===== src/rtl/core/assert_macros.svh =====
// Assertion macros shared by the sprite quad vertex generator RTL.
`ifndef ASSERT_MACROS_SVH
`define ASSERT_MACROS_SVH
`ifndef SYNTHESIS
`define SPQV_ASSERT(lbl, prop, msg) \
  lbl: assert property (@(posedge clk) disable iff (!rst_n) prop) else $error(msg);
`define SPQV_ASSERT_ALWAYS(lbl, prop, msg) \
  lbl: assert property (@(posedge clk) prop) else $error(msg);
`else
`define SPQV_ASSERT(lbl, prop, msg)
`define SPQV_ASSERT_ALWAYS(lbl, prop, msg)
`endif
`endif


===== src/rtl/core/spqv_pkg.sv =====
// Shared constants and types of the sprite quad vertex generator.
package spqv_pkg;

  localparam int COORD_WIDTH_DEF = 16;
  localparam int ANGLE_WIDTH_DEF = 16;

  localparam int VP_W       = 14;
  localparam int SCALE_W    = 17;
  localparam int SIN_W      = 16;
  localparam int CFG_ADDR_W = 3;
  localparam int CFG_DATA_W = 32;
  localparam int FIFO_DEPTH = 4;

  localparam logic [VP_W-1:0] VP_WIDTH_RST  = 14'd1024;
  localparam logic [VP_W-1:0] VP_HEIGHT_RST = 14'd768;

  localparam logic [SCALE_W-1:0] SCALE_ONE   = 17'h10000;
  localparam logic [SCALE_W-1:0] SCALE_X_RST = 17'((768 * 65536) / 1024);
  localparam logic [SCALE_W-1:0] SCALE_Y_RST = 17'h10000;

  localparam int ONE_Q12 = 4096;

  localparam logic [14:0] SIN_T_FULL = 15'd16384;
  localparam logic [14:0] SIN_C0     = 15'd25736;
  localparam logic [13:0] SIN_C1     = 14'd10512;
  localparam logic [10:0] SIN_C2     = 11'd1160;

  localparam logic REG_VP_WIDTH  = 1'b0;
  localparam logic REG_VP_HEIGHT = 1'b1;

  localparam logic [1:0] ANCHOR_NEAR    = 2'd0;
  localparam logic [1:0] ANCHOR_CENTER  = 2'd1;
  localparam logic [1:0] ANCHOR_FAR     = 2'd2;

  localparam logic [1:0] CORNER_FIRST = 2'd0;
  localparam logic [1:0] CORNER_1     = 2'd1;
  localparam logic [1:0] CORNER_2     = 2'd2;
  localparam logic [1:0] CORNER_LAST  = 2'd3;

  typedef struct packed {
    logic [SCALE_W-1:0] sx;
    logic [SCALE_W-1:0] sy;
  } scale_pair_t;

endpackage


===== src/rtl/core/spqv_fifo.sv =====
// Short register queue between the front and back pipelines.
module spqv_fifo #(
  parameter int WIDTH = 8
) (
  input  logic             clk,
  input  logic             rst_n,
  input  logic             push,
  input  logic [WIDTH-1:0] wdata,
  output logic             full,
  input  logic             pop,
  output logic             valid,
  output logic [WIDTH-1:0] rdata
);

  localparam int DEPTH = spqv_pkg::FIFO_DEPTH;
  localparam int PW    = $clog2(DEPTH);

  logic [WIDTH-1:0] mem_r [DEPTH];
  logic [PW-1:0]    wp_r, rp_r;
  logic [PW:0]      cnt_r;

  assign full  = cnt_r == (PW+1)'(DEPTH);
  assign valid = cnt_r != '0;
  assign rdata = mem_r[rp_r];

  always_ff @(posedge clk) begin
    if (!rst_n) begin
      wp_r  <= '0;
      rp_r  <= '0;
      cnt_r <= '0;
    end else begin
      if (push) wp_r <= wp_r + PW'(1);
      if (pop)  rp_r <= rp_r + PW'(1);
      cnt_r <= cnt_r + (PW+1)'(push) - (PW+1)'(pop);
    end
  end

  always_ff @(posedge clk) begin
    if (push) mem_r[wp_r] <= wdata;
  end

endmodule


===== config.mk =====
export PLATFORM = sky130hd
export DESIGN_NAME = spqv_fifo
export DESIGN_NICKNAME = d
export VERILOG_FILES = /design/src/rtl/core/assert_macros.svh /design/src/rtl/core/spqv_pkg.sv /design/src/rtl/core/spqv_fifo.sv
export SDC_FILE = /design/constraint.sdc
export NUM_CORES = 1
export LEC_CHECK = 0
export ABC_AREA = 1
export BUFFER_PORTS_ARGS = -buffer_cell sky130_fd_sc_hd__buf_2
export CAP_MARGIN = 20
export CORE_ASPECT_RATIO = 1.4
export CORE_MARGIN = 2
export CORE_UTILIZATION = 46
export DETAILED_ROUTE_END_ITERATION = 7
export PLACE_DENSITY_LB_ADDON = 0.15
export SYNTH_ARGS = -nofsm -noshare
export SYNTH_HDL_FRONTEND = slang
export SYNTH_SLANG_ARGS = --single-unit

===== constraint.sdc =====
create_clock -name clk -period 1.3 [get_ports clk]
set_input_delay 0.13 -clock clk [delete_from_list [all_inputs] [get_ports clk]]
set_output_delay 0.13 -clock clk [all_outputs]
set_load 0.02 [all_outputs]

After elaboration in Yosys (flattened, before gate mapping)
Memory sizes are Yosys's and may differ from the RTL's. A register that Yosys moved wholly into a read port is not among the register bits.
Cells that the tools add are included.
- add/sub/neg operators: 4
- equal/unequal tests: 1
- muxes and demuxes: 4
- reductions and logical operators: 1
- operator list (kind ; number):
    2-bit by 1-bit adder with 2-bit output (second input constant) ; 2
    2-bit two-way mux ; 2
    3-bit by 1-bit adder with 3-bit output ; 1
    3-bit equality test (second input constant) ; 1
    3-bit nonzero test ; 1
    3-bit by 1-bit subtractor with 3-bit output ; 1
    1-bit two-way mux ; 2
- register bits after elaboration: 7
- memory bits (writable): 32
- input port bits: 12
- output and inout port bits: 10
- logic and storage cells: 14
- memories kept: 1
- memory list (name ; depth ; width ; rd ports ; clocked after Yosys merged registers in ; wr ports ; RTL line ; text):
    mem_r ; 4 ; 8 ; 1 ; 1 ; 1 ; spqv_fifo.sv:18 ; logic [WIDTH-1:0] mem_r [DEPTH];

Longest topological paths before layout
- depth after elaboration: 3
- gate-level depth with buffers: 8
- depth with buffers taken out: 8

Worst setup path after synthesis
No wires, ideal clock.
- path type: register -> register
- start: register cnt_r[0]
- end: register cnt_r[2]
- library setup time: 0.115 ns
- arrival: 1.345 ns
- data required time: 1.185 ns
- path slack: -0.160 ns
- cell stages (with the launch flop): 8
- buffers on the path: 0
- period minus slack after synthesis: 1.460 ns
- cells stage by stage: dfxtp_1 -> inv_1 -> ha_1 -> inv_1 -> ha_1 -> fa_1 -> a21oi_1 -> nor2_1
- word-level cells in the longest chain between the ends: 2
- RTL lines (element ; RTL line ; text):
    start: declaration ; spqv_fifo.sv:20 ; logic [PW:0] cnt_r;
    start signal: assignment ; spqv_fifo.sv:34 ; cnt_r <= cnt_r + (PW+1)'(push) - (PW+1)'(pop);
    3-bit by 1-bit adder with 3-bit output ; spqv_fifo.sv:34 ;
    3-bit by 1-bit subtractor with 3-bit output ; spqv_fifo.sv:34 ;
No other way between the ends.
A chain may end at the register's enable or synchronous reset.

Worst setup path in the final report
- start: register cnt_r[0]
- end: register cnt_r[1]
Same word-level chain as after synthesis.

==> run_results.csv <==
group,metric,value,unit
sta,tightest_slew,241,ps
sta,setup_viol,10,
place,dp_hpwl,1960,um
floorplan,rows,26,
clocking,cts_root_buffer,"clkbuf_8",
clocking,cts_made_buffers,5,
floorplan,core,3610,um^2
logic_synthesis,synth_cell_types,15,
place,gp_congestion,0.681,
critical_path,cp.arrival,1730,ps
critical_path,setup.worst_path.class,"reg -> reg",
floorplan,die_h,76.2,um
routing,vias,1138,
grt,first_global_vias,1162,
clocking,clk_pin_slew,80,ps
sta,rsz0062_at_grt,"true",
status,status,"finished with violations",
critical_path,required,1540,ps
power,powerDensity,1390,nW/um^2
sta,whs,44.3,ps
power,fin_total_pwr,3180,uW
logic_synthesis,synth_area_per_cell,11.6,um^2
power,power.leakage,0.000971,uW
layout,fin_nets,200,
sta,slew_headroom,0.837,
sta,finalMaxSlewViolations,0,
power,ir_drop,1070,uV
logic_synthesis,yosysTopAreaCell,"edfxtp_1",
floorplan,io_pins,22,
sta,worst_clock_skew,6.65,ps
critical_path,critPathCaptureType,"register",
layout,fin_util,0.635,
logic_synthesis,synth_cells,148,
layout,area_growth_syn_to_layout,33.9,%
routing,ant_nets,0,
grt,grt_overflow,0,
clocking,cts_setup_buffers,0,
routing,vias_per_cell,5.08,
clocking,clkLatencyLatePin,290,ps
layout,fillers,289,
grt,grt_max_degree,17,
logic_synthesis,synth_seq_cells,41,
critical_path,crit_path_start_kind,"register",
routing,drc,0,
floorplan,die_w,55.6,um
clocking,clock_path_buffers,2,
place,portBuffers,21,
status,violations,"setup timing",
sta,finalWorstSetupSlack,-187,ps
routing,routed_wl,3230,um
layout,final_common_cell,"edfxtp_1",
routing,dr.pass1.iters,4,
logic_synthesis,yosysSeqAreaShare,0.666,
logic_synthesis,yosysWarnings,0,
logic_synthesis,yosys-top-cells-area,"edfxtp_1, dfxtp_1, inv_1, nand2_1, ha_1",
logic_synthesis,synth_top_area_frac,0.561,
grt,grt_usage,0.168,
logic_synthesis,synth_nets,167,
floorplan,start_util,0.475,
clocking,cts_tree,"done",
min_path,hold_class,"in -> reg",
sta,min_period,1490,ps
run,drv_cap,0,
logic_synthesis,syn_area,1710,um^2
floorplan,die_area,4240,um^2
sta,fin_crit_sh,1.14,
critical_path,crit_fanout,2,
layout,final_cell_mix,"edfxtp_1, inv_1, nand2_1",
clocking,htree_levels,2,
routing,drt-initial-drc-count,32,
grt,grt_pass1_wl,5240,um
sta,fmax,672,MHz
clocking,cts_sinks,41,
grt,antenna_found_initial,0,
layout,drive_above_1_share,0.363,
routing,wl_per_cell,14.4,um
critical_path,r2r_setup_slack,-190,ps
layout,n_antenna_cell,0,
sta,hold_viol_final,0,
logic make-up (layout without fill, tap and decap cells):
kind of cell    Yosys count  in the layout  share of synthesized area
compound gates           34             34                      0.113
fa+ha+maj                 7              7                     0.0555
buf+inv                  36             70                     0.0985
flops                    41             41                      0.666
simple gates             30             30                     0.0672
per-stage QoR:
stage	cell area [um^2]	setup TNS, ps	std cells	worst slack (ps)
2_1_floorplan	1740	-218	148	-121
6_report	2290	-1170	224	-187
3_3_place_gp	1960	-237	213	-133
5_1_grt	2290	-1750	224	-227
3_5_place_dp	1960	-370	213	-192
4_1_cts	2250	-1160	224	-182
registers in the layout, indices dropped and copies added, names as in the netlist, named ones only:
| register | count |
|---|---|
| wp_r | 2 |
| cnt_r | 3 |
| mem_r | 32 |
| rp_r | 2 |
routing by layer:
layer,wire length (um),global-route usage,vias up
met5,0,0,-
met4,33,0.0805,0
met2,1920,0.319,21
li1,-,-,560
met3,114,0.0475,4
met1,1170,0.160,553
repair_timing:
| action | 4_1_cts | 5_1_grt |
|---|---|---|
| endpoints found under the setup margin | 10 | 11 |
| hold buffers | 0 | 0 |
| gates cloned | 3 | 0 |
| pin swaps | 10 | 17 |
| endpoints found under the hold margin | 0 | 0 |
| gates resized for setup | 35 | 14 |
worst paths after layout:
kind / start / end / depth (start not counted)
min: wdata[7] / mem_r[3][7] / 1
max: cnt_r[0] / cnt_r[1] / 7
max reg2reg: cnt_r[0] / cnt_r[1] / 7
min reg2reg: rp_r[1] / register / 2
where the power goes:
part	total, uW	internal, uW	switching (uW)	leakage [uW]
clock network	1010	574	435	0.0000543
registers	1540	1500	44.4	0.000370
logic	635	287	348	0.000547
area by class of cell:
| cell class | count | area [um^2] | share of cell area |
|---|---|---|---|
| Sequential cell | 41 | 1150 | 0.499 |
| Multi-Input combinational cell | 71 | 512 | 0.223 |
| Timing Repair Buffer | 31 | 353 | 0.154 |
| Inverter | 31 | 116 | 0.0507 |
| Clock buffer | 5 | 68.8 | 0.0300 |
| Tap cell | 42 | 52.6 | 0.0229 |
| Clock inverter | 3 | 46.3 | 0.0202 |
synthesized netlist by cell type (all sizes together):
cell type  instances
a21oi             14
buf                5
dfxtp              9
edfxtp            32
fa                 1
ha                 6
inv               31
nand2             26
nand3              2
nor2               2
o211ai             8
o21ai             12
worst max-delay path, cell delays in order, from the launching register on:
cell	delay, ps
dfxtp_2	340
inv_2	50
ha_4	250
inv_2	40
ha_4	150
fa_2	520
nand2_1	50
inv_1	40
(Power assumes the default switching activity.)
