==> config.mk <==
export PLATFORM = sky130hd
export DESIGN_NAME = spqv_front
export DESIGN_NICKNAME = d
export VERILOG_FILES = /design/src/rtl/core/assert_macros.svh /design/src/rtl/core/spqv_pkg.sv /design/src/rtl/core/spqv_front.sv
export SDC_FILE = /design/constraint.sdc
export NUM_CORES = 2
export LEC_CHECK = 0
export ABC_AREA = 1
export BUFFER_PORTS_ARGS = -buffer_cell sky130_fd_sc_hd__buf_2
export CORE_ASPECT_RATIO = 1.75
export CORE_MARGIN = 2
export CORE_UTILIZATION = 70
export CTS_CLUSTER_DIAMETER = 30
export DETAILED_ROUTE_END_ITERATION = 10
export PLACE_DENSITY = 0.88
export SYNTH_ARGS = -nofsm -noshare
export SYNTH_HDL_FRONTEND = slang
export SYNTH_SLANG_ARGS = --single-unit
export TNS_END_PERCENT = 50
==> constraint.sdc <==
create_clock -name clk -period 35.8 [get_ports clk]
set_input_delay 1.79 -clock clk [delete_from_list [all_inputs] [get_ports clk]]
set_output_delay 1.79 -clock clk [all_outputs]
set_load 0.005 [all_outputs]
==> src/rtl/core/assert_macros.svh <==
// Assertion macros shared by the sprite quad vertex generator RTL.
`ifndef ASSERT_MACROS_SVH
`define ASSERT_MACROS_SVH
`ifndef SYNTHESIS
`define SPQV_ASSERT(lbl, prop, msg) \
  lbl: assert property (@(posedge clk) disable iff (!rst_n) prop) else $error(msg);
`define SPQV_ASSERT_ALWAYS(lbl, prop, msg) \
  lbl: assert property (@(posedge clk) prop) else $error(msg);
`else
`define SPQV_ASSERT(lbl, prop, msg)
`define SPQV_ASSERT_ALWAYS(lbl, prop, msg)
`endif
`endif

==> src/rtl/core/spqv_pkg.sv <==
// Shared constants and types of the sprite quad vertex generator.
package spqv_pkg;

  localparam int COORD_WIDTH_DEF = 16;
  localparam int ANGLE_WIDTH_DEF = 16;

  localparam int VP_W       = 14;
  localparam int SCALE_W    = 17;
  localparam int SIN_W      = 16;
  localparam int CFG_ADDR_W = 3;
  localparam int CFG_DATA_W = 32;
  localparam int FIFO_DEPTH = 4;

  localparam logic [VP_W-1:0] VP_WIDTH_RST  = 14'd1024;
  localparam logic [VP_W-1:0] VP_HEIGHT_RST = 14'd768;

  localparam logic [SCALE_W-1:0] SCALE_ONE   = 17'h10000;
  localparam logic [SCALE_W-1:0] SCALE_X_RST = 17'((768 * 65536) / 1024);
  localparam logic [SCALE_W-1:0] SCALE_Y_RST = 17'h10000;

  localparam int ONE_Q12 = 4096;

  localparam logic [14:0] SIN_T_FULL = 15'd16384;
  localparam logic [14:0] SIN_C0     = 15'd25736;
  localparam logic [13:0] SIN_C1     = 14'd10512;
  localparam logic [10:0] SIN_C2     = 11'd1160;

  localparam logic REG_VP_WIDTH  = 1'b0;
  localparam logic REG_VP_HEIGHT = 1'b1;

  localparam logic [1:0] ANCHOR_NEAR    = 2'd0;
  localparam logic [1:0] ANCHOR_CENTER  = 2'd1;
  localparam logic [1:0] ANCHOR_FAR     = 2'd2;

  localparam logic [1:0] CORNER_FIRST = 2'd0;
  localparam logic [1:0] CORNER_1     = 2'd1;
  localparam logic [1:0] CORNER_2     = 2'd2;
  localparam logic [1:0] CORNER_LAST  = 2'd3;

  typedef struct packed {
    logic [SCALE_W-1:0] sx;
    logic [SCALE_W-1:0] sy;
  } scale_pair_t;

endpackage

==> src/rtl/core/spqv_front.sv <==
// Front pipeline: sine and cosine of the angle, anchored centres per sprite.
module spqv_front #(
  parameter int COORD_WIDTH = spqv_pkg::COORD_WIDTH_DEF,
  parameter int ANGLE_WIDTH = spqv_pkg::ANGLE_WIDTH_DEF
) (
  input  logic                          clk,
  input  logic                          rst_n,
  input  logic                          in_valid,
  output logic                          in_ready,
  input  logic                          busy,
  input  logic [1:0]                    x_anchor,
  input  logic [1:0]                    y_anchor,
  input  logic signed [COORD_WIDTH-1:0] pos_x,
  input  logic signed [COORD_WIDTH-1:0] pos_y,
  input  logic signed [COORD_WIDTH-1:0] half_width,
  input  logic signed [COORD_WIDTH-1:0] half_height,
  input  logic [ANGLE_WIDTH-1:0]        angle,
  input  spqv_pkg::scale_pair_t         scale,
  input  logic                          fifo_full,
  output logic                          push,
  output logic signed [COORD_WIDTH+2:0] cx,
  output logic signed [COORD_WIDTH+2:0] cy,
  output logic signed [15:0]            sn,
  output logic signed [15:0]            cs,
  output logic signed [COORD_WIDTH-1:0] hw,
  output logic signed [COORD_WIDTH-1:0] hh
);

  localparam int CW    = COORD_WIDTH;
  localparam int CTR_W = CW + 3;
  localparam int PS_W  = CW + 18;

  function automatic logic signed [CTR_W-1:0] place(input logic [1:0] anc,
                                                    input logic signed [PS_W-1:0] p);
    logic signed [PS_W-1:0]  r;
    logic signed [CTR_W-1:0] q, one;
    r   = p + PS_W'(32768);
    q   = CTR_W'(r >>> 16);
    one = CTR_W'(spqv_pkg::ONE_Q12);
    case (anc)
      spqv_pkg::ANCHOR_NEAR:   place = q - one;
      spqv_pkg::ANCHOR_CENTER: place = q;
      spqv_pkg::ANCHOR_FAR:    place = one - q;
      default:                 place = '0;
    endcase
  endfunction

  logic [4:0] vld_r;
  logic       en, take;

  logic [23:0] ang24;
  logic [15:0] ph [2];
  logic [14:0] t0 [2];

  // index 0 sine, 1 cosine
  logic [1:0]              xa1_r, ya1_r, xa2_r, ya2_r;
  logic signed [CW-1:0]    px1_r, py1_r;
  logic signed [CW-1:0]    hw1_r, hh1_r, hw2_r, hh2_r, hw3_r, hh3_r, hw4_r, hh4_r;
  logic [14:0]             t1_r [2], t2_r [2], t3_r [2], t4_r [2];
  logic                    ng1_r [2], ng2_r [2], ng3_r [2], ng4_r [2];
  logic [14:0]             sq2_r [2], sq3_r [2];
  logic [13:0]             inner3_r [2];
  logic [14:0]             mid4_r [2];
  logic signed [PS_W-1:0]  psx2_r, psy2_r;
  logic signed [CTR_W-1:0] cx3_r, cy3_r, cx4_r, cy4_r, cx5_r, cy5_r;
  logic signed [15:0]      s5_r [2];
  logic signed [CW-1:0]    hw5_r, hh5_r;

  logic [29:0] sq [2];
  logic [25:0] k1 [2];
  logic [28:0] k2 [2];
  logic [29:0] k3 [2];

  assign en       = !(vld_r[4] && fifo_full);
  assign in_ready = en && !busy;
  assign take     = in_valid && in_ready;
  assign push     = vld_r[4] && !fifo_full;

  assign ang24 = 24'(angle) << (24 - ANGLE_WIDTH);
  assign ph[0] = ang24[23:8];
  assign ph[1] = ang24[23:8] + 16'd16384;

  always_comb begin
    for (int i = 0; i < 2; i++) begin
      t0[i] = ph[i][14] ? spqv_pkg::SIN_T_FULL - {1'b0, ph[i][13:0]} : {1'b0, ph[i][13:0]};
      sq[i] = t1_r[i] * t1_r[i];
      k1[i] = sq2_r[i] * spqv_pkg::SIN_C2;
      k2[i] = inner3_r[i] * sq3_r[i];
      k3[i] = t4_r[i] * mid4_r[i];
    end
  end

  always_ff @(posedge clk) begin
    if (!rst_n) begin
      vld_r <= '0;
    end else if (en) begin
      vld_r <= {vld_r[3:0], take};
    end
  end

  always_ff @(posedge clk) begin
    if (en) begin
      xa1_r <= x_anchor;
      ya1_r <= y_anchor;
      px1_r <= pos_x;
      py1_r <= pos_y;
      hw1_r <= half_width;
      hh1_r <= half_height;
      xa2_r <= xa1_r;
      ya2_r <= ya1_r;
      hw2_r <= hw1_r;
      hh2_r <= hh1_r;
      psx2_r <= px1_r * $signed({1'b0, scale.sx});
      psy2_r <= py1_r * $signed({1'b0, scale.sy});
      hw3_r <= hw2_r;
      hh3_r <= hh2_r;
      cx3_r <= place(xa2_r, psx2_r);
      cy3_r <= place(ya2_r, psy2_r);
      hw4_r <= hw3_r;
      hh4_r <= hh3_r;
      cx4_r <= cx3_r;
      cy4_r <= cy3_r;
      hw5_r <= hw4_r;
      hh5_r <= hh4_r;
      cx5_r <= cx4_r;
      cy5_r <= cy4_r;
      for (int i = 0; i < 2; i++) begin
        t1_r[i]     <= t0[i];
        ng1_r[i]    <= ph[i][15];
        t2_r[i]     <= t1_r[i];
        ng2_r[i]    <= ng1_r[i];
        sq2_r[i]    <= sq[i][28:14];
        t3_r[i]     <= t2_r[i];
        ng3_r[i]    <= ng2_r[i];
        sq3_r[i]    <= sq2_r[i];
        inner3_r[i] <= spqv_pkg::SIN_C1 - 14'(k1[i][25:14]);
        t4_r[i]     <= t3_r[i];
        ng4_r[i]    <= ng3_r[i];
        mid4_r[i]   <= spqv_pkg::SIN_C0 - k2[i][28:14];
        s5_r[i]     <= ng4_r[i] ? -$signed(k3[i][29:14]) : $signed(k3[i][29:14]);
      end
    end
  end

  assign cx = cx5_r;
  assign cy = cy5_r;
  assign sn = s5_r[0];
  assign cs = s5_r[1];
  assign hw = hw5_r;
  assign hh = hh5_r;

endmodule

; Yosys cells after proc, flatten, opt, wreduce, memory -nomap -nowiden
; Memory sizes are Yosys's and may differ from the RTL's.
; Cells that the tools add are included.
[classes]
n_div = 0
n_bitwise = 0
order_cmp = 0
shifts = 0
reduce_logical = 9
n_eq_ne = 4
multipliers = 10
n_addsub = 15
n_mux = 7
[ops]
columns = operator, n
row1 = $pmux 19 s3, 2
row2 = $add 34x17->34 const B, 2
row3 = $mul 16x18->34, 2
row4 = $mul 15x15->30, 2
row5 = $mul 14x15->29, 2
row6 = $mul 15x15->29, 2
row7 = $mul 15x8->23 const B, 2
row8 = $sub 14x18->19 const A, 2
row9 = $sub 18x14->19 const B, 2
row10 = $mux 16, 2
row11 = $neg 16->16, 2
row12 = $mux 15, 2
row13 = $sub 15x14->15 const A, 2
row14 = $sub 15x15->15 const A, 2
row15 = $sub 14x12->14 const A, 2
row16 = $add 16x15->16 const B, 1
row17 = $eq 2x1->1 const B, 2
row18 = $eq 2x2->1 const B, 2
row19 = $logic_and 1x1->1, 4
row20 = $logic_not 2->1, 2
row21 = $logic_not 1->1, 3
row22 = $mux 1, 1
[word_totals]
register_bits = 387
word_cells = 83
n_memories = 13
mem_bits_rw = 278
inputBits = 123
output_inout_bits = 104
rom_bits = 0
latchBits = 0
[mem_list]
columns = name, words, word_bits, rd, rd_clocked_by_memory_dff, wr, line
row1 = s5_r, 2, 16, 2, 0, 2, spqv_front.sv:66  ; logic signed [15:0] s5_r [2];
row2 = mid4_r, 2, 15, 2, 0, 2, spqv_front.sv:63  ; logic [14:0] mid4_r [2];
row3 = sq2_r, 2, 15, 2, 0, 2, spqv_front.sv:61  ; logic [14:0] sq2_r [2], sq3_r [2];
row4 = sq3_r, 2, 15, 2, 0, 2, spqv_front.sv:61
row5 = t1_r, 2, 15, 2, 0, 2, spqv_front.sv:59  ; logic [14:0] t1_r [2], t2_r [2], t3_r [2], t4_r [2];
row6 = t2_r, 2, 15, 2, 0, 2, spqv_front.sv:59
row7 = +7 memories, --, --, --, --, --, --

; Logic depth before layout (Yosys ltp)
[depth]
ltp_word = 4
depth_mapped = 37
mapped_depth_nobuf = 36

; Worst setup path before layout
; OpenSTA, ideal clock, no wires.
[synth_path]
path_type = input to output
from = input fifo_full
to = output in_ready
path_buffers = 0
cell_stages = 3
arrival_time_ps = 17285
t_required_ps = 34010
slack_ps = 16725
path_cell_list = nand2_1 > inv_1 > nor2_1
[synth_via]
elab_chain_cells = 3
[synth_lines]
columns = element, line
row1 = "start, declared", spqv_front.sv:19  ; input logic fifo_full,
row2 = $logic_and 1x1->1, spqv_front.sv:74  ; assign en = !(vld_r[4] && fifo_full);
row3 = $logic_not 1->1, spqv_front.sv:74
row4 = $logic_and 1x1->1, spqv_front.sv:75  ; assign in_ready = en && !busy;
row5 = "end, declared", spqv_front.sv:9  ; output logic in_ready,
; No other way between the ends.

==> impl_metrics.ini <==
[critical_path]
cpMaxStageDelayCell = edfxtp_1
path_common_cell = fa_1
critPathArrivalTime_ns = 7.63
critical-path-top-delay-family = adder cells
path_max_fanout = 14
path_class = reg2reg
crit_buf_inv = 4
cpPeakStageDelay_ns = 0.86
crit_path_end_kind = register
crit_required_ns = 36.27
worst_setup_path_start_kind = register

[cells_and_area]
fill_cells = 8678
final_common_cell = inv_1
synthToLayoutAreaGrowth_pct = 6.08
mostFrequentLayoutCells = 2929 x inv_1, 2780 x nand2_1, 1338 x fa_1, 897 x ha_1, 626 x edfxtp_1
drive_gt1_share_pct = 5.36
seqCellArea_um2 = 18900
multi_input_area_um2 = 58100
nets = 13000

[clock_tree]
cts_root_buf = clkbuf_16
htreeDepth = 3
cts_buffers = 87
insertion_delay_ns = 0.76
cts_tree = built
cts_buffer_depth = 3
post_cts_resized = 0
holdBufCountCts = 0
cts.sinks = 631
cts_setup_buffers = 0
clk_pin_slew_ns = 0.06

[die]
die_w_um = 274
die-height_um = 476
core_um2 = 127000
placementRows = 173
dieArea_um2 = 130000
num_io_pins = 227
initial_utilization_pct = 70.4

[sta]
finalCritPeriodShare_pct = 20.0
finalHoldViolCount = 0
setup_slack_ns = 28.65
fin_tns_setup_ns = 0
setup_viol = 0
final_max_slew_viol_count = 0
rsz0062_at_grt = false
fin_skew_ns = 0.0542
max_freq_mhz = 140
slew_headroom_pct = 19.4
worst_pin_slew_ns = 1.21
period_minus_slack_ns = 7.15

[flow_run]
drv_cap = 0

[global_route]
grt_usage_pct = 35.7
antenna_found_initial = 13
grt_pass1_vias = 76400
grt-ovfl-total = 0
grt_pass1_wl_um = 365000
grt_max_degree = 92

[yosys]
synthAdderAreaFrac_pct = 42.7
synth_xor_area_share_pct = 1.99
synth-compound-area-share_pct = 3.47
ys_ff_latch = 631
yosys.cell_types.count = 62
synth_edf_count = 626
ys_warn_count = 0
netlist_area_um2 = 89100
ys_async_sr_fraction_pct = 0
postSynthAreaPerCell_um2 = 8.44
synth.area.mux_share_pct = 0
synth_top_family_by_area = adder cells
synthSimpleGateAreaFrac_pct = 17.1
seq_area_frac_synth_pct = 21.2
synth_ff_type = edfxtp_1
synth_fp_nets = 12900
netlist_instances = 10600

[place]
dp_slack_ns = 28.14
io_buffers = 226
place_congestion = 0.985
post-dp-hpwl_um = 180000

[detailed_routing]
routed_wl_um = 225000
drt_first_pass_iters = 9
drtIter0Drc = 4850
vias = 69400
routedWlPerCell_um = 18.2
drtAntennaViolNets = 0
drc = 0
vias_per_cell = 5.62

[hold_path]
min_path_type = reg2reg

[outcome]
outcome = finished clean
-- cells by family after synthesis --
| family | after synthesis |
|---|---|
| simple gates | 3723 |
| xor+xnor | 190 |
| fa+ha+maj | 2235 |
| buf+inv | 3214 |
| flops | 631 |
| compound gates | 558 |
-- cell usage after synthesis, types with 3 or more instances --
master	instances	area [um2]
dfxtp_1	5	100
and2_1	3	18.8
buf_2	3	15.0
nor4_1	14	87.6
nor3_2	9	90.1
a21boi_0	5	37.5
nor2_1	359	1350
inv_2	15	56.3
nand2_1	2781	10400
nand3_1	260	1300
nor3_1	60	300
a21oi_1	288	1440
clkbuf_2	4	20.0
a31oi_1	16	100
nand2_2	55	344
xor2_2	6	97.6
xnor2_1	65	569
edfxtp_1	626	18800
o21ai_1	14	70.1
o21a_1	17	128
nor2_2	26	163
o21ai_0	141	706
nand4_1	62	388
o221ai_1	7	61.3
o31ai_1	10	75.1
o21bai_1	25	188
o211ai_1	7	52.6
inv_1	2929	11000
nand3b_1	22	165
a221oi_1	3	26.3
clkbuf_1	258	968
a21o_1	12	90.1
nor2_4	11	124
or2_2	37	231
fa_1	1338	26800
ha_1	897	11200
o21ai_2	4	35.0
xor2_1	115	1010
nand3_2	10	100
-- flip-flops by register name, indices dropped and copies added (netlist names), 28 cells and up --
register	flops
s5_r	32
mid4_r	30
sq2_r	30
sq3_r	30
t1_r	29
t2_r	29
t3_r	29
t4_r	29
inner3_r	28
-- per-layer routing --
| layer | share of wire [%] | up-vias | track usage [%] |
|---|---|---|---|
| met5 | 0.031 | - | 0 |
| met4 | 8.0 | 10 | 25.1 |
| met3 | 7.4 | 1284 | 6.66 |
| met2 | 53 | 3354 | 66.6 |
| met1 | 32 | 33300 | 35.2 |
| li1 | - | 31400 | - |
-- layout make-up --
| cell class | count | area share, % |
|---|---|---|
| multi-input cells | 6706 | 61.5 |
| flip-flops and latches | 631 | 20.0 |
| well taps | 1662 | 2.20 |
| clock buffers | 92 | 2.32 |
| repair buffers | 236 | 1.28 |
| clock inverters | 68 | 0.978 |
| diodes | 7 | 0.0185 |
| inverters | 2947 | 11.7 |
-- worst reg2reg max path, cell delays in order (launching register included) --
cell and delay [ns]:
edfxtp_1 0.86, nand2_1 0.20, fa_1 0.57, inv_1 0.05, fa_1 0.51, inv_1 0.07
fa_1 0.55, fa_1 0.43, fa_1 0.46, fa_1 0.50, inv_1 0.05, ha_1 0.38
nand2_1 0.14, inv_1 0.05, a21oi_1 0.22, nand2_1 0.11, a21oi_1 0.15, xor2_1 0.55
ha_1 0.31, nand3_1 0.13, nand2_2 0.11, nand2_1 0.08, nor2_4 0.15, nand3b_1 0.15
nand3_1 0.10, nand2_1 0.05
-- path summary, 6_finish.rpt --
path	startpoint	end	slack, ns	depth (start not counted)
hold / removal	ng2_r[0][1]$_DFFE_PN_	ng3_r[0][1]$_DFFE_PN_	0.39	0
setup reg to reg	sq3_r[0][24]$_DFFE_PN_	mid4_r[0][27]$_DFFE_PN_	28.65	25
hold reg to reg	ng2_r[0][1]$_DFFE_PN_	ng3_r[0][1]$_DFFE_PN_	0.39	0
setup / recovery	sq3_r[0][24]$_DFFE_PN_	mid4_r[0][27]$_DFFE_PN_	28.65	25
-- per-stage QoR --
step	cells	area [um2]	utilization (%)	hold WS (ns)
after floorplan	10600	89100	-	0.400
after global routing	12300	94500	74.6	0.403
after global placement	12200	91400	72.2	0.400
after CTS	12300	94500	74.6	0.379
final	12300	94500	74.6	0.393
after detailed placement	12200	91400	72.2	0.405
Power is not shown: default switching activity piles up to over one toggle a cycle in this logic, so the estimate is an artifact.
