### config.mk
export PLATFORM = sky130hd
export DESIGN_NAME = spqv_cfg
export DESIGN_NICKNAME = d
export VERILOG_FILES = /design/src/rtl/core/assert_macros.svh /design/src/rtl/core/spqv_pkg.sv /design/src/rtl/core/spqv_cfg.sv
export SDC_FILE = /design/constraint.sdc
export NUM_CORES = 1
export LEC_CHECK = 0
export BUFFER_PORTS_ARGS = -buffer_cell sky130_fd_sc_hd__buf_2
export CAP_MARGIN = 20
export CORE_MARGIN = 5
export CORE_UTILIZATION = 30
export CTS_CLUSTER_DIAMETER = 30
export CTS_CLUSTER_SIZE = 30
export DETAILED_ROUTE_END_ITERATION = 8
export PLACE_DENSITY = 0.57
export SLEW_MARGIN = 0
export SYNTH_ARGS = -nofsm -noshare
export SYNTH_HDL_FRONTEND = slang
export SYNTH_SLANG_ARGS = --single-unit
### constraint.sdc
create_clock -name clk -period 3.3 [get_ports clk]
set_input_delay 0.165 -clock clk [delete_from_list [all_inputs] [get_ports clk]]
set_output_delay 0.165 -clock clk [all_outputs]
set_load 0.05 [all_outputs]
### src/rtl/core/assert_macros.svh
// Assertion macros shared by the sprite quad vertex generator RTL.
`ifndef ASSERT_MACROS_SVH
`define ASSERT_MACROS_SVH
`ifndef SYNTHESIS
`define SPQV_ASSERT(lbl, prop, msg) \
  lbl: assert property (@(posedge clk) disable iff (!rst_n) prop) else $error(msg);
`define SPQV_ASSERT_ALWAYS(lbl, prop, msg) \
  lbl: assert property (@(posedge clk) prop) else $error(msg);
`else
`define SPQV_ASSERT(lbl, prop, msg)
`define SPQV_ASSERT_ALWAYS(lbl, prop, msg)
`endif
`endif

### src/rtl/core/spqv_pkg.sv
// Shared constants and types of the sprite quad vertex generator.
package spqv_pkg;

  localparam int COORD_WIDTH_DEF = 16;
  localparam int ANGLE_WIDTH_DEF = 16;

  localparam int VP_W       = 14;
  localparam int SCALE_W    = 17;
  localparam int SIN_W      = 16;
  localparam int CFG_ADDR_W = 3;
  localparam int CFG_DATA_W = 32;
  localparam int FIFO_DEPTH = 4;

  localparam logic [VP_W-1:0] VP_WIDTH_RST  = 14'd1024;
  localparam logic [VP_W-1:0] VP_HEIGHT_RST = 14'd768;

  localparam logic [SCALE_W-1:0] SCALE_ONE   = 17'h10000;
  localparam logic [SCALE_W-1:0] SCALE_X_RST = 17'((768 * 65536) / 1024);
  localparam logic [SCALE_W-1:0] SCALE_Y_RST = 17'h10000;

  localparam int ONE_Q12 = 4096;

  localparam logic [14:0] SIN_T_FULL = 15'd16384;
  localparam logic [14:0] SIN_C0     = 15'd25736;
  localparam logic [13:0] SIN_C1     = 14'd10512;
  localparam logic [10:0] SIN_C2     = 11'd1160;

  localparam logic REG_VP_WIDTH  = 1'b0;
  localparam logic REG_VP_HEIGHT = 1'b1;

  localparam logic [1:0] ANCHOR_NEAR    = 2'd0;
  localparam logic [1:0] ANCHOR_CENTER  = 2'd1;
  localparam logic [1:0] ANCHOR_FAR     = 2'd2;

  localparam logic [1:0] CORNER_FIRST = 2'd0;
  localparam logic [1:0] CORNER_1     = 2'd1;
  localparam logic [1:0] CORNER_2     = 2'd2;
  localparam logic [1:0] CORNER_LAST  = 2'd3;

  typedef struct packed {
    logic [SCALE_W-1:0] sx;
    logic [SCALE_W-1:0] sy;
  } scale_pair_t;

endpackage

### src/rtl/core/spqv_cfg.sv
// Viewport registers, APB access and iterative aspect scale divider.
module spqv_cfg (
  input  logic                                clk,
  input  logic                                rst_n,
  input  logic                                psel,
  input  logic                                penable,
  input  logic                                pwrite,
  input  logic [spqv_pkg::CFG_ADDR_W-1:0]     paddr,
  input  logic [spqv_pkg::CFG_DATA_W-1:0]     pwdata,
  output logic [spqv_pkg::CFG_DATA_W-1:0]     prdata,
  output spqv_pkg::scale_pair_t               scale,
  output logic                                busy
);

  typedef enum logic [1:0] {ST_IDLE, ST_LOAD, ST_RUN} state_t;

  state_t                              state_r;
  logic [spqv_pkg::VP_W-1:0]           vw_r, vh_r, long_r, rem_r;
  logic [15:0]                         q_r;
  logic [3:0]                          cnt_r;
  logic                                side_r;
  logic [spqv_pkg::SCALE_W-1:0]        sx_r, sy_r;

  logic                                wr;
  logic [spqv_pkg::VP_W-1:0]           vw, vh;
  logic [spqv_pkg::VP_W:0]             rem2;
  logic                                ge;
  logic [spqv_pkg::VP_W-1:0]           rem_nxt;
  logic [15:0]                         q_nxt;

  assign wr      = psel && penable && pwrite;
  assign vw      = (vw_r == '0) ? spqv_pkg::VP_W'(1) : vw_r;
  assign vh      = (vh_r == '0) ? spqv_pkg::VP_W'(1) : vh_r;
  assign rem2    = {rem_r, 1'b0};
  assign ge      = rem2 >= {1'b0, long_r};
  assign rem_nxt = ge ? spqv_pkg::VP_W'(rem2 - {1'b0, long_r}) : rem2[spqv_pkg::VP_W-1:0];
  assign q_nxt   = {q_r[14:0], ge};

  always_ff @(posedge clk) begin
    if (!rst_n) begin
      state_r <= ST_IDLE;
      vw_r    <= spqv_pkg::VP_WIDTH_RST;
      vh_r    <= spqv_pkg::VP_HEIGHT_RST;
      sx_r    <= spqv_pkg::SCALE_X_RST;
      sy_r    <= spqv_pkg::SCALE_Y_RST;
    end else if (wr) begin
      case (paddr[2])
        spqv_pkg::REG_VP_WIDTH:  vw_r <= pwdata[spqv_pkg::VP_W-1:0];
        spqv_pkg::REG_VP_HEIGHT: vh_r <= pwdata[spqv_pkg::VP_W-1:0];
        default: ;
      endcase
      state_r <= ST_LOAD;
    end else begin
      case (state_r)
        ST_LOAD: begin
          if (vw == vh) begin
            sx_r    <= spqv_pkg::SCALE_ONE;
            sy_r    <= spqv_pkg::SCALE_ONE;
            state_r <= ST_IDLE;
          end else begin
            side_r  <= vw < vh;
            rem_r   <= (vw < vh) ? vw : vh;
            long_r  <= (vw < vh) ? vh : vw;
            q_r     <= '0;
            cnt_r   <= '0;
            state_r <= ST_RUN;
          end
        end
        ST_RUN: begin
          rem_r <= rem_nxt;
          q_r   <= q_nxt;
          cnt_r <= cnt_r + 4'd1;
          if (cnt_r == 4'd15) begin
            sx_r    <= side_r ? spqv_pkg::SCALE_ONE : {1'b0, q_nxt};
            sy_r    <= side_r ? {1'b0, q_nxt} : spqv_pkg::SCALE_ONE;
            state_r <= ST_IDLE;
          end
        end
        default: state_r <= ST_IDLE;
      endcase
    end
  end

  assign prdata   = paddr[2] ? spqv_pkg::CFG_DATA_W'(vh_r) : spqv_pkg::CFG_DATA_W'(vw_r);
  assign scale.sx = sx_r;
  assign scale.sy = sy_r;
  assign busy     = state_r != ST_IDLE;

endmodule

# Yosys cells after proc, flatten, opt, wreduce, memory -nomap -nowiden
# Index checks and enable logic that the tools add are counted.
[word_totals]
ff_bits = 112
latchBits = 0
mem_bits_rw = 0
rom_bits = 0
out_inout_bits = 67
word_cells = 62
memories = 0
[classes]
add_sub_neg = 2
mul = 0
div = 0
order_cmp = 2
n_eq_ne = 8
n_shift = 0
mux = 23
bitwise_logic = 4
reduce_logical = 12
[ops]
columns = ["operator", "n"]
rows = [
  ["14-bit 2-to-1 mux", 7],
  ["17-bit 2-to-1 mux", 5],
  ["17-bit one-hot mux with 2 select lines", 2],
  ["15-bit one-hot mux with 2 select lines", 1],
  ["14-bit logical NOT", 2],
  ["14-bit one-hot mux with 2 select lines", 1],
  ["15-bit by 14-bit greater-or-equal comparator with 1-bit output", 1],
  ["15-bit 2-to-1 mux", 1],
  ["14-bit equality test", 1],
  ["14-bit less-than comparator", 1],
  ["14-bit subtractor", 1],
  ["4-bit AND reduction", 3],
  ["4-bit one-hot mux with 2 select lines", 1],
  ["2-bit inequality test (second input constant)", 3],
  ["4-bit by 1-bit adder with 4-bit output (second input constant)", 1],
  ["4-bit equality test (second input constant)", 1],
  ["2-bit 2-to-1 mux", 2],
  ["4-bit 2-to-1 mux", 1],
  ["1-bit NOT", 4],
  ["2-bit one-hot mux with 2 select lines", 1],
  ["2-bit AND reduction", 2],
  ["2-bit nonzero test", 2],
  ["3-bit inequality test (second input constant)", 1],
  ["2-bit by 1-bit equality test with 1-bit output (second input constant)", 1],
  ["4 further kinds", 5],
]

# Longest topological paths before layout
# Gate-level depths: netlist of run 1.
[depth]
ltp_word = 6
ltp_mapped = 14
mapped_depth_nobuf = 13

# Worst setup path before layout of run 1
# OpenSTA, ideal clock, no wires.
[synth_path]
path_kind = "reg2reg"
from = "reg vh_r[13] (netlist name)"
to = "reg cnt_r[0] (enable)"
setup_time_ns = 0.485
arrival_time_ns = 2.170
t_required_ns = 2.815
path_slack_ns = 0.646
path_stages_with_launch = 12
path_buffers = 0
period_less_slack_ns = 2.654
cell_sequence = "dfxtp_1 -> inv_1 -> nand4_1 -> nor4_1 -> a41oi_1 -> inv_1 -> ha_1 -> nand4_1 -> nor4_1 -> inv_1 -> nand4_1 -> nand2_1"
[synth_via]
elab_chain_cells = 5
[synth_rtl]
columns = ["item", "line_no", "rtl"]
rows = [
  ["start, declared", "spqv_cfg.sv:18", "logic [spqv_pkg::VP_W-1:0] vw_r, vh_r, long_r, rem_r;"],
  ["start signal, assigned", "spqv_cfg.sv:43", "vh_r <= spqv_pkg::VP_HEIGHT_RST;"],
  ["start signal, assigned", "spqv_cfg.sv:49", "spqv_pkg::REG_VP_HEIGHT: vh_r <= pwdata[spqv_pkg::VP_W-1:0];"],
  ["14-bit logical NOT", "spqv_cfg.sv:33", "assign vh = (vh_r == '0) ? spqv_pkg::VP_W'(1) : vh_r;"],
  ["14-bit 2-to-1 mux *", "spqv_cfg.sv:33", ""],
  ["14-bit equality test *", "spqv_cfg.sv:56", "if (vw == vh) begin"],
  ["2-bit inequality test (no line) *", "n/a", ""],
  ["4-bit AND reduction (no line) *", "n/a", ""],
  ["end signal, assigned", "spqv_cfg.sv:72", "cnt_r <= cnt_r + 4'd1;"],
  ["end, declared", "spqv_cfg.sv:20", "logic [3:0] cnt_r;"],
]
# Every way passes the cells marked *; elsewhere a longest branch is shown, timed or not.
# A chain may end at the register's enable or synchronous reset.

# Worst setup path after layout of run 1
[layout_path]
from = "reg vh_r[4] (netlist name)"
to = "reg rem_r[0] (netlist name) (data pin)"
[layout_via]
elab_chain_cells = 6
[layout_rtl]
columns = ["item", "line_no", "rtl"]
rows = [
  ["14-bit logical NOT", "spqv_cfg.sv:33", ""],
  ["14-bit 2-to-1 mux *", "spqv_cfg.sv:33", ""],
  ["14-bit less-than comparator", "spqv_cfg.sv:62", "rem_r <= (vw < vh) ? vw : vh;"],
  ["14-bit 2-to-1 mux *", "spqv_cfg.sv:62", ""],
  ["14-bit 2-to-1 mux *", "spqv_cfg.sv:56", ""],
  ["14-bit one-hot mux with 2 select lines *", "spqv_cfg.sv:54", "case (state_r)"],
  ["end signal, assigned", "spqv_cfg.sv:62", ""],
  ["end signal, assigned", "spqv_cfg.sv:70", "rem_r <= rem_nxt;"],
  ["end, declared", "spqv_cfg.sv:18", ""],
]
# Every way passes the cells marked *; elsewhere a longest branch is shown, timed or not. The select of a mux whose other input is x is not followed.

==> run metrics, run 1 <==
final period utilization=90.66%; Slew headroom=29.69%; final hold viol count=0; placement row count=52; Gate Count Post-Synth=649; # IOs=107; Vias=4565; Clock Power Share=38.0%; fraction of power spent switching nets=26.91%; Final Max Slew Viols=0; TritonCTS sink count=112; Ys Warns=0; critical path capture point type=register; Setup Viol. Count Final=0; fin util=35.04%; initial antenna violation count=0; RSZ-0062 raised after global routing=no; Pwr Density=409.4 nW/um^2; fillers=2100; status=finished, final reports clean; WS Path Type=register to register; TritonCTS clock tree=built; port buffer count=68; Worst-Skew Late Latency=0.35 ns; asr flop ratio synth=0%; worst hold-check path type=primary input to register; final wirelength=14620 um; first-pass GRT wire length=23870 um; Synth Flop Type=dfxtp_1; Yosys reg bits=112; HPWL Detailed=10640 um; crit path max fanout=29; most frequent cell after synthesis=nand2_1; die height=152.8 um; Die Footprint=23340 sq um; Post-synth top cells=nand2_1, dfxtp_1, edfxtp_1, a21boi_0, nand3_1; VDD IR max=0.2295 mV; number of synthesized flops with an enable pin=48; postcts setup bufs=0; layout cells sized above 1=20.25%; Static Leakage=2.900 nW; routed vias/inst=4.653; Remaining DRCs=0; GR Util All Layers=12.29%; Synth area leader=edfxtp_1; Avg WL per Cell=14.90 um; Final GP Congestion=0.8425; Tmin final=2.992 ns; clock buffer depth=2; logic gate share of total power=11.0%; final net count=776; Detail Route Antenna Nets=0; switching power=0.7786 mW; Core Area=20170 sq um; Least-Margin Pin Slew=1.051 ns; Initial Util=30.32%; overflow left after global routing=0; Netlist cell types=56; CTS buffer count=9; Pint=2.115 mW; sequential-to-total area share from yosys stat=44.52%; Ant. Diodes=0; skew final=0.009985 ns; Cell Area, Synth=6116 sq um; worst path required time=3.50 ns; DRT Pass-1 Iters=4; top cells by area, synth=edfxtp_1, dfxtp_1, nand2_1, ha_1, a21boi_0; Avg Cell Area, Syn=9.424 sq um; clock-pin slew on the worst setup and hold paths=0.08 ns; WP data arrival=3.20 ns; vias in the first global route=4577; starting DRC count in detailed routing=259; startpoint class of the critical path=register; H-Tree Depth=3; chip width=152.8 um; Sum Neg Setup Slack=0 ns; post-synth top area share=23.57%; Area Growth Syn to Fin=15.57%; Root Driver=clkbuf_16; Flop pwr share=51.0%; Max Cap Viol=0; largest net degree at the start of global routing=36; fmax=334.2 MHz
-- kinds of logic (layout without fill, tap and decap cells) --
kind of cell | count (synthesis) | count (layout) | share of synthesized area (%)
XOR/XNOR | 11 | 11 | 1.575
AND/OR/NAND/NOR | 227 | 227 | 17.00
multiplexers | 52 | 52 | 9.104
flip-flops | 112 | 112 | 44.52
AO/OA/AOI/OAI | 120 | 120 | 14.16
other | 1 | 18 | 0.06132
adder cells (fa/ha/maj) | 30 | 30 | 6.260
buffers and inverters | 96 | 141 | 7.324
-- sequential cells by signal, indices dropped and copies added (netlist names) --
| register | count |
|---|---|
| state_r | 2 |
| rem_r | 14 |
| cnt_r | 4 |
| q_r | 15 |
| side_r | 1 |
| sx_r | 17 |
| vh_r | 14 |
| long_r | 14 |
| vw_r | 14 |
| sy_r | 17 |
-- per-layer routing --
metal	track usage [%]	routed length (um)	up-vias	part of all wire, %
met2	19.98	6885	74	47
met3	2.045	438	15	3.0
met1	16.93	7115	2134	49
met4	3.437	176	0	1.2
li1	-	-	2342	-
met5	0	0	-	0
-- stage by stage --
step | power, mW | setup WS (ns) | std cells | hold slack, ns | cell area (sq um)
after floorplan | 1.765 | 0.6459 | 666 | 0.2890 | 6180
after global placement | 1.822 | 0.2243 | 965 | 0.3909 | 6766
after detailed placement | 1.824 | 0.1986 | 965 | 0.3981 | 6766
after CTS | 2.915 | 0.1765 | 981 | 0.03430 | 7067
after global routing | 3.002 | 0.05503 | 981 | 0.04069 | 7068
final | 2.894 | 0.3081 | 981 | 0.04605 | 7068
-- path summary, 6_finish.rpt --
kind	start	end	slack, ns	depth (start not counted)
max reg2reg	vh_r[4]	rem_r[0]	0.31	13
min	pwdata[10]	vw_r[10]	0.05	3
min reg2reg	sy_r[6]	sy_r[6]	0.45	2
max	vh_r[4]	rem_r[0]	0.31	13
-- final cells by class --
class	instances	area (sq um)	area share [%]
Multi-Input combinational cell	458	3025	42.80
Sequential cell	112	2723	38.52
Timing Repair Buffer	92	558.0	7.895
Tap cell	270	337.8	4.780
Clock buffer	9	225.2	3.186
Inverter	33	123.9	1.753
Clock inverter	7	75.07	1.062
-- critical path: stages, from the launching register on --
cell and delay, ns:
dfxtp_1 0.41, inv_1 0.11, nand4_1 0.13, nor4_1 0.06, a41oi_1 0.29, inv_1 0.08
ha_1 0.18, nor2b_1 0.11, o211ai_1 0.09, a2111oi_1 0.59, a2111oi_4 0.10, buf_12 0.21
mux2_1 0.34, o22ai_1 0.12
-- repair_timing --
| item | 4_1_cts | 5_1_grt |
|---|---|---|
| endpoints found under the setup margin | 0 | 8 |
| resized for setup | 0 | 1 |
| hold buffers | 0 | 0 |
-- cells in the final DEF, fill, tap and decap left out, types with 2 or more instances in the layout --
master     instances
and2_1            18
clkinv_8           2
a41oi_1            2
a21o_1             4
mux2_2            27
ha_1              29
a21boi_1           7
nand3_1           43
buf_12             3
xnor2_1            6
nor3_1             4
nor2b_1            2
and3_1             3
or3_1              2
dfxtp_1           64
nand2_1          112
a21boi_0          47
inv_1             33
o21ai_1            2
conb_1            18
a31oi_1            3
xor2_1             5
o2111ai_1          2
mux2_1             2
o211ai_1           9
nand2b_1           8
a211o_1            2
buf_2             68
nor2_1            19
o21ai_0           12
a21oi_1           16
edfxtp_1          48
nor4_1             5
mux2i_1           23
buf_4             21
inv_6              4
nand4_1            6
clkbuf_16          9
-- power groups by stage --
stage | sequential, mW | combinational (mW) | clock [mW]
after floorplan | 1.51 | 0.259 | 0
after global placement | 1.51 | 0.314 | 0
after detailed placement | 1.51 | 0.316 | 0
after CTS | 1.48 | 0.318 | 1.12
after global routing | 1.48 | 0.343 | 1.18
final | 1.48 | 0.317 | 1.10
Note: power is estimated with default switching activity, not from simulation.
==> run 2: changes to the inputs <==
PLACE_DENSITY = 0.59   (was 0.57)
clock period = 2.45 ns   (was 3.3 ns; I/O delays follow)
==> run metrics, run 2 (synthesis gave the netlist of run 1 again) <==
Final Max Slew Viols=0; Reg2Reg Setup Slack=-0.17 ns; clock-pin slew on the worst setup and hold paths=0.07 ns; overflow left after global routing=0; vias in the first global route=4787; status=finished with violations; Detail Route Antenna Nets=0; # IOs=107; starting DRC count in detailed routing=200; Static Leakage=3.318 nW; Core Area=20170 sq um; routed vias/inst=4.728; Least-Margin Pin Slew=0.6451 ns; chip width=152.8 um; Avg WL per Cell=15.48 um; hold depth=3; logic gate share of total power=12.5%; cts hold-fix bufs=0; port buffer count=68; final wirelength=16080 um; Pint=2.865 mW; initial antenna violation count=0; Remaining DRCs=0; GR Util All Layers=13.54%; worst path required time=2.65 ns; Clock Power Share=36.5%; HPWL Detailed=10990 um; most common cell after layout, fill and taps aside=nand2_1; RSZ-0062 raised after global routing=yes; Initial Util=30.32%; Pwr Density=478.9 nW/um^2; Setup Viol. Count Final=43; CTS buffer count=9; Reg-to-Reg End=rem_r[10]; die height=152.8 um; Vias=4912; placement row count=52; Inst Count DP=1009; Tmin final=2.621 ns; Die Footprint=23340 sq um; crit path max fanout=29; violated checks=setup timing; multi-input logic area=3462 sq um; crit path from=vh_r[13]; first-pass GRT wire length=25880 um; fmax=381.6 MHz; final worst setup slack=-0.1709 ns; Seq. cell area=2730 sq um; critical path capture point type=register; skew final=0.01065 ns; worst hold-check path type=primary input to register; Final GP Congestion=0.7749; DRT Pass-1 Iters=4; TritonCTS clock tree=built; final period utilization=107.0%; startpoint class of the critical path=register; Reg2Reg Depth=13; commonest cells after routing, fill and taps aside=nand2_1, buf_2, buf_4; Post-Place Setup Slack=-0.2705 ns; Root Driver=clkbuf_16; fraction of power spent switching nets=26.38%; Worst-Skew Late Latency=0.35 ns; Max Cap Viol=0; Flop pwr share=51.1%; Finished Layout Cells=1039; clock buffer depth=2; Sum Neg Setup Slack=-3.782 ns; Slew headroom=56.99%; final net count=834; Top Registers=sx_r (17), sy_r (17), q_r (15); H-Tree Depth=3; TritonCTS sink count=112; fillers=1992; switching power=1.027 mW; layout cells sized above 1=36.28%; largest net degree at the start of global routing=36; worst setup path end=rem_r[10]; WS Path Type=register to register; WP data arrival=2.82 ns; Area Growth Syn to Fin=32.90%; Ant. Diodes=0; Reg-to-Reg Start=vh_r[13]; final hold viol count=0; VDD IR max=0.2585 mV
run 2: power by group through the flow:
stage | sequential (mW) | clock, mW | combinational (mW)
3_5_place_dp | 2.03 | 0 | 0.458
2_1_floorplan | 2.03 | 0 | 0.352
4_1_cts | 1.99 | 1.45 | 0.473
3_3_place_gp | 2.03 | 0 | 0.457
5_1_grt | 1.99 | 1.53 | 0.522
6_report | 1.99 | 1.42 | 0.485
run 2: worst min-delay path by stage:
stage / start / endpoint
after floorplan: pwdata[10] / vw_r[10]
after global placement: pwdata[10] / vw_r[10]
after detailed placement: pwdata[10] / vw_r[10]
after CTS: pwdata[10] / vw_r[10]
after global routing: pwdata[10] / vw_r[10]
final: pwdata[10] / vw_r[10]
run 2: layout make-up:
type                    count  share of cell area [%]
well taps                 270                   4.156
multi-input cells         458                   42.60
clock buffers               9                   2.771
clock inverters             7                  0.6619
flip-flops and latches    112                   33.59
repair buffers            150                   14.70
inverters                  33                   1.524
run 2: timing repair:
action / in CTS / in global routing
cloned: 6 / 3
endpoints found under the setup margin: 109 / 111
setup buffers: 6 / 3
gates resized for setup: 76 / 56
pin swaps: 34 / 27
run 2: critical path, cell delays in order, from the launching register on:
cell,delay [ns]
dfxtp_2,0.32
inv_1,0.06
nand4_1,0.13
nor4_2,0.22
a41oi_2,0.16
inv_1,0.08
ha_1,0.13
nor2b_1,0.04
o211ai_1,0.19
a2111oi_2,0.12
a2111oi_4,0.26
buf_12,0.26
mux2_2,0.36
a31oi_1,0.13
run 2: metal layers:
layer  global-route usage (%)  routed length [um]  up-vias
met5                        0                   0        -
met4                    4.073                 294        0
met3                    1.903                 438       19
met2                    21.79                7661       85
met1                    18.95                7685     2341
li1                         -                   -     2467
run 2: stage by stage:
stage / hold WS (ns) / area (sq um) / utilization [%] / total power, mW
final: 0.01375 / 8128 / 40.30 / 3.892
after global routing: 0.009355 / 8128 / 40.30 / 4.046
after CTS: 0.001597 / 7898 / 39.16 / 3.909
after detailed placement: 0.3659 / 7143 / 35.42 / 2.485
after global placement: 0.3677 / 7143 / 35.42 / 2.484
after floorplan: 0.2465 / 6192 / - / 2.381
==> run 3: changes to the inputs <==
ABC_AREA = 1   (was not set)
==> run metrics, run 3 <==
overflow left after global routing=0; met2 Track Usage GR=21.57%; final net count=1008; Netlist cell types=35; port buffer count=68; top cells by area, synth=edfxtp_1, dfxtp_1, nand2_1, inv_1, ha_1; layout cells sized above 1=14.21%; worst path required time=2.49 ns; Max Cap Viol=0; most common cell after layout, fill and taps aside=nand2_1; clock buffer depth=2; multi-input logic area=2943 sq um; skew final=0.01465 ns; logic gate share of total power=15.5%; clock-pin slew on the worst setup and hold paths=0.08 ns; Final GP Congestion=0.8579; Slew headroom=55.34%; met3 Track Usage GR=1.853%; final hold viol count=0; Detail Route Antenna Nets=0; Avg WL per Cell=12.93 um; Pint=2.929 mW; Seq. cell area=2723 sq um; placement row count=53; Initial Util=30.54%; fraction of power spent switching nets=29.84%; WP data arrival=2.31 ns; final wirelength=15750 um; dpl cell area=7088 sq um; Vias=5522; Top Registers=sx_r (17), sy_r (17), q_r (15); GR Util All Layers=13.17%; final instance area=7491 sq um; VDD IR max=0.2965 mV; M1 GR Usage=18.28%; Synth Flop Type=dfxtp_1; Clock Power Share=36.2%; Remaining DRCs=0; most frequent cell after synthesis=nand2_1; Final Max Slew Viols=0; Ys Warns=0; Core Area=21090 sq um; Reg2Reg Depth=12; first-pass GRT wire length=26560 um; crit path max fanout=15; CTS buffer count=9; status=finished, final reports clean; TritonCTS sink count=112; worst hold-check path type=primary input to register; Gate Count Post-Synth=872; sequential-to-total area share from yosys stat=42.28%; vias in the first global route=5387; most crowded layer after global routing=met2; H-Tree Depth=3; die height=156.5 um; routed vias/inst=4.534; Synth area leader=edfxtp_1; Sum Neg Setup Slack=0 ns; Worst-Skew Late Latency=0.36 ns; commonest cells after routing, fill and taps aside=nand2_1, inv_1, a21oi_1; chip width=156.5 um; Tmin final=2.267 ns; Post-synth top cells=nand2_1, inv_1, a21oi_1, dfxtp_1, o21ai_0; Static Leakage=3.506 nW; WS Path Type=register to register; critical path capture point type=register; Pwr Total=4.175 mW; RSZ-0062 raised after global routing=yes; switching power=1.246 mW; startpoint class of the critical path=register; Cell Area, Synth=6440 sq um; Least-Margin Pin Slew=0.6692 ns; Pwr Density=557.3 nW/um^2; Die Footprint=24500 sq um; Root Driver=clkbuf_16; Setup Viol. Count Final=0; DRT Pass-1 Iters=4; final period utilization=92.54%; # IOs=107; number of synthesized flops with an enable pin=48; post-synth top area share=22.38%; hold depth=2; fmax=441.0 MHz; HPWL Detailed=12010 um; Flop pwr share=48.3%; Avg Cell Area, Syn=7.385 sq um; TritonCTS clock tree=built; starting DRC count in detailed routing=327; largest net degree at the start of global routing=31; Yosys reg bits=112; Area Growth Syn to Fin=16.32%; initial antenna violation count=0; Ant. Diodes=0; asr flop ratio synth=0%; fillers=2238
run 3: cell types whose count changed after synthesis, moves of 9 or more:
cell,delta
and2_1,-16
nor2_1,+37
nand4_1,+32
a21boi_0,-47
nand2_1,+106
o21ai_0,+52
a21oi_1,+53
o211ai_1,-9
nand3_1,+14
inv_1,+92
mux2_2,-27
mux2i_1,-23
run 3: cell type report:
type,count,area share [%]
multi-input combinational,581,39.29
sequential,112,36.35
timing repair buffer,106,9.153
inverter,128,6.464
tap,275,4.593
clock buffer,9,3.007
clock inverter,7,1.152
run 3: through the flow:
step	hold slack (ns)	setup slack, ns	utilization, %	std cells
after global routing	0.02931	-0.009510	35.52	1218
after CTS	0.01636	0.07995	35.28	1217
after global placement	0.3472	0.1413	33.61	1197
final	0.03151	0.1827	35.52	1218
after floorplan	0.2489	0.3046	-	889
after detailed placement	0.3647	0.1088	33.61	1197
run 3: critical path, stage by stage, from the launching register on:
cell and delay [ns]:
dfxtp_1 0.34, inv_1 0.06, nand4_1 0.10, nor2_1 0.05, a21oi_1 0.21, inv_1 0.09, ha_1 0.27, nand2_1 0.08
nor2_2 0.06, nand2_1 0.06, nand4_1 0.19, o21ai_2 0.16, buf_4 0.27
run 3: logic make-up after synthesis:
family	count (synthesis)	synth area share [%]
AO/OA/AOI/OAI	140	11.13
AND/OR/NAND/NOR	387	26.27
flip-flops	112	42.28
adder cells (fa/ha/maj)	30	5.945
XOR/XNOR	6	0.8162
other	1	0.05823
buffers and inverters	196	13.50
run 3: power by group through the flow:
| stage | Sequential, mW | Clock, mW | Combinational [mW] |
|---|---|---|---|
| final | 2.02 | 1.51 | 0.646 |
| after global routing | 2.02 | 1.63 | 0.734 |
| after CTS | 2.01 | 1.55 | 0.645 |
| after detailed placement | 2.06 | 0 | 0.637 |
| after global placement | 2.06 | 0 | 0.631 |
| after floorplan | 2.06 | 0 | 0.494 |
run 3: path summary, 6_finish.rpt:
| kind | start | end | slack (ns) |
|---|---|---|---|
| hold / removal | rst_n | sy_r[16] | 0.03 |
| setup reg to reg | vh_r[12] | rem_r[6] | 0.18 |
| setup / recovery | vh_r[12] | rem_r[6] | 0.18 |
| hold reg to reg | sy_r[2] | sy_r[2] | 0.46 |
run 3: timing repair:
item,CTS,global route
gates resized for setup,0,4
hold buffers,4,0
setup endpoints to repair,0,22
buffers inserted,0,1
hold endpoints to repair,4,0
run 3: metal layers:
| layer | routed length [um] | vias to the layer above |
|---|---|---|
| met3 | 423 | 11 |
| met5 | 0 | - |
| li1 | - | 2921 |
| met1 | 7682 | 2502 |
| met2 | 7459 | 88 |
| met4 | 188 | 0 |
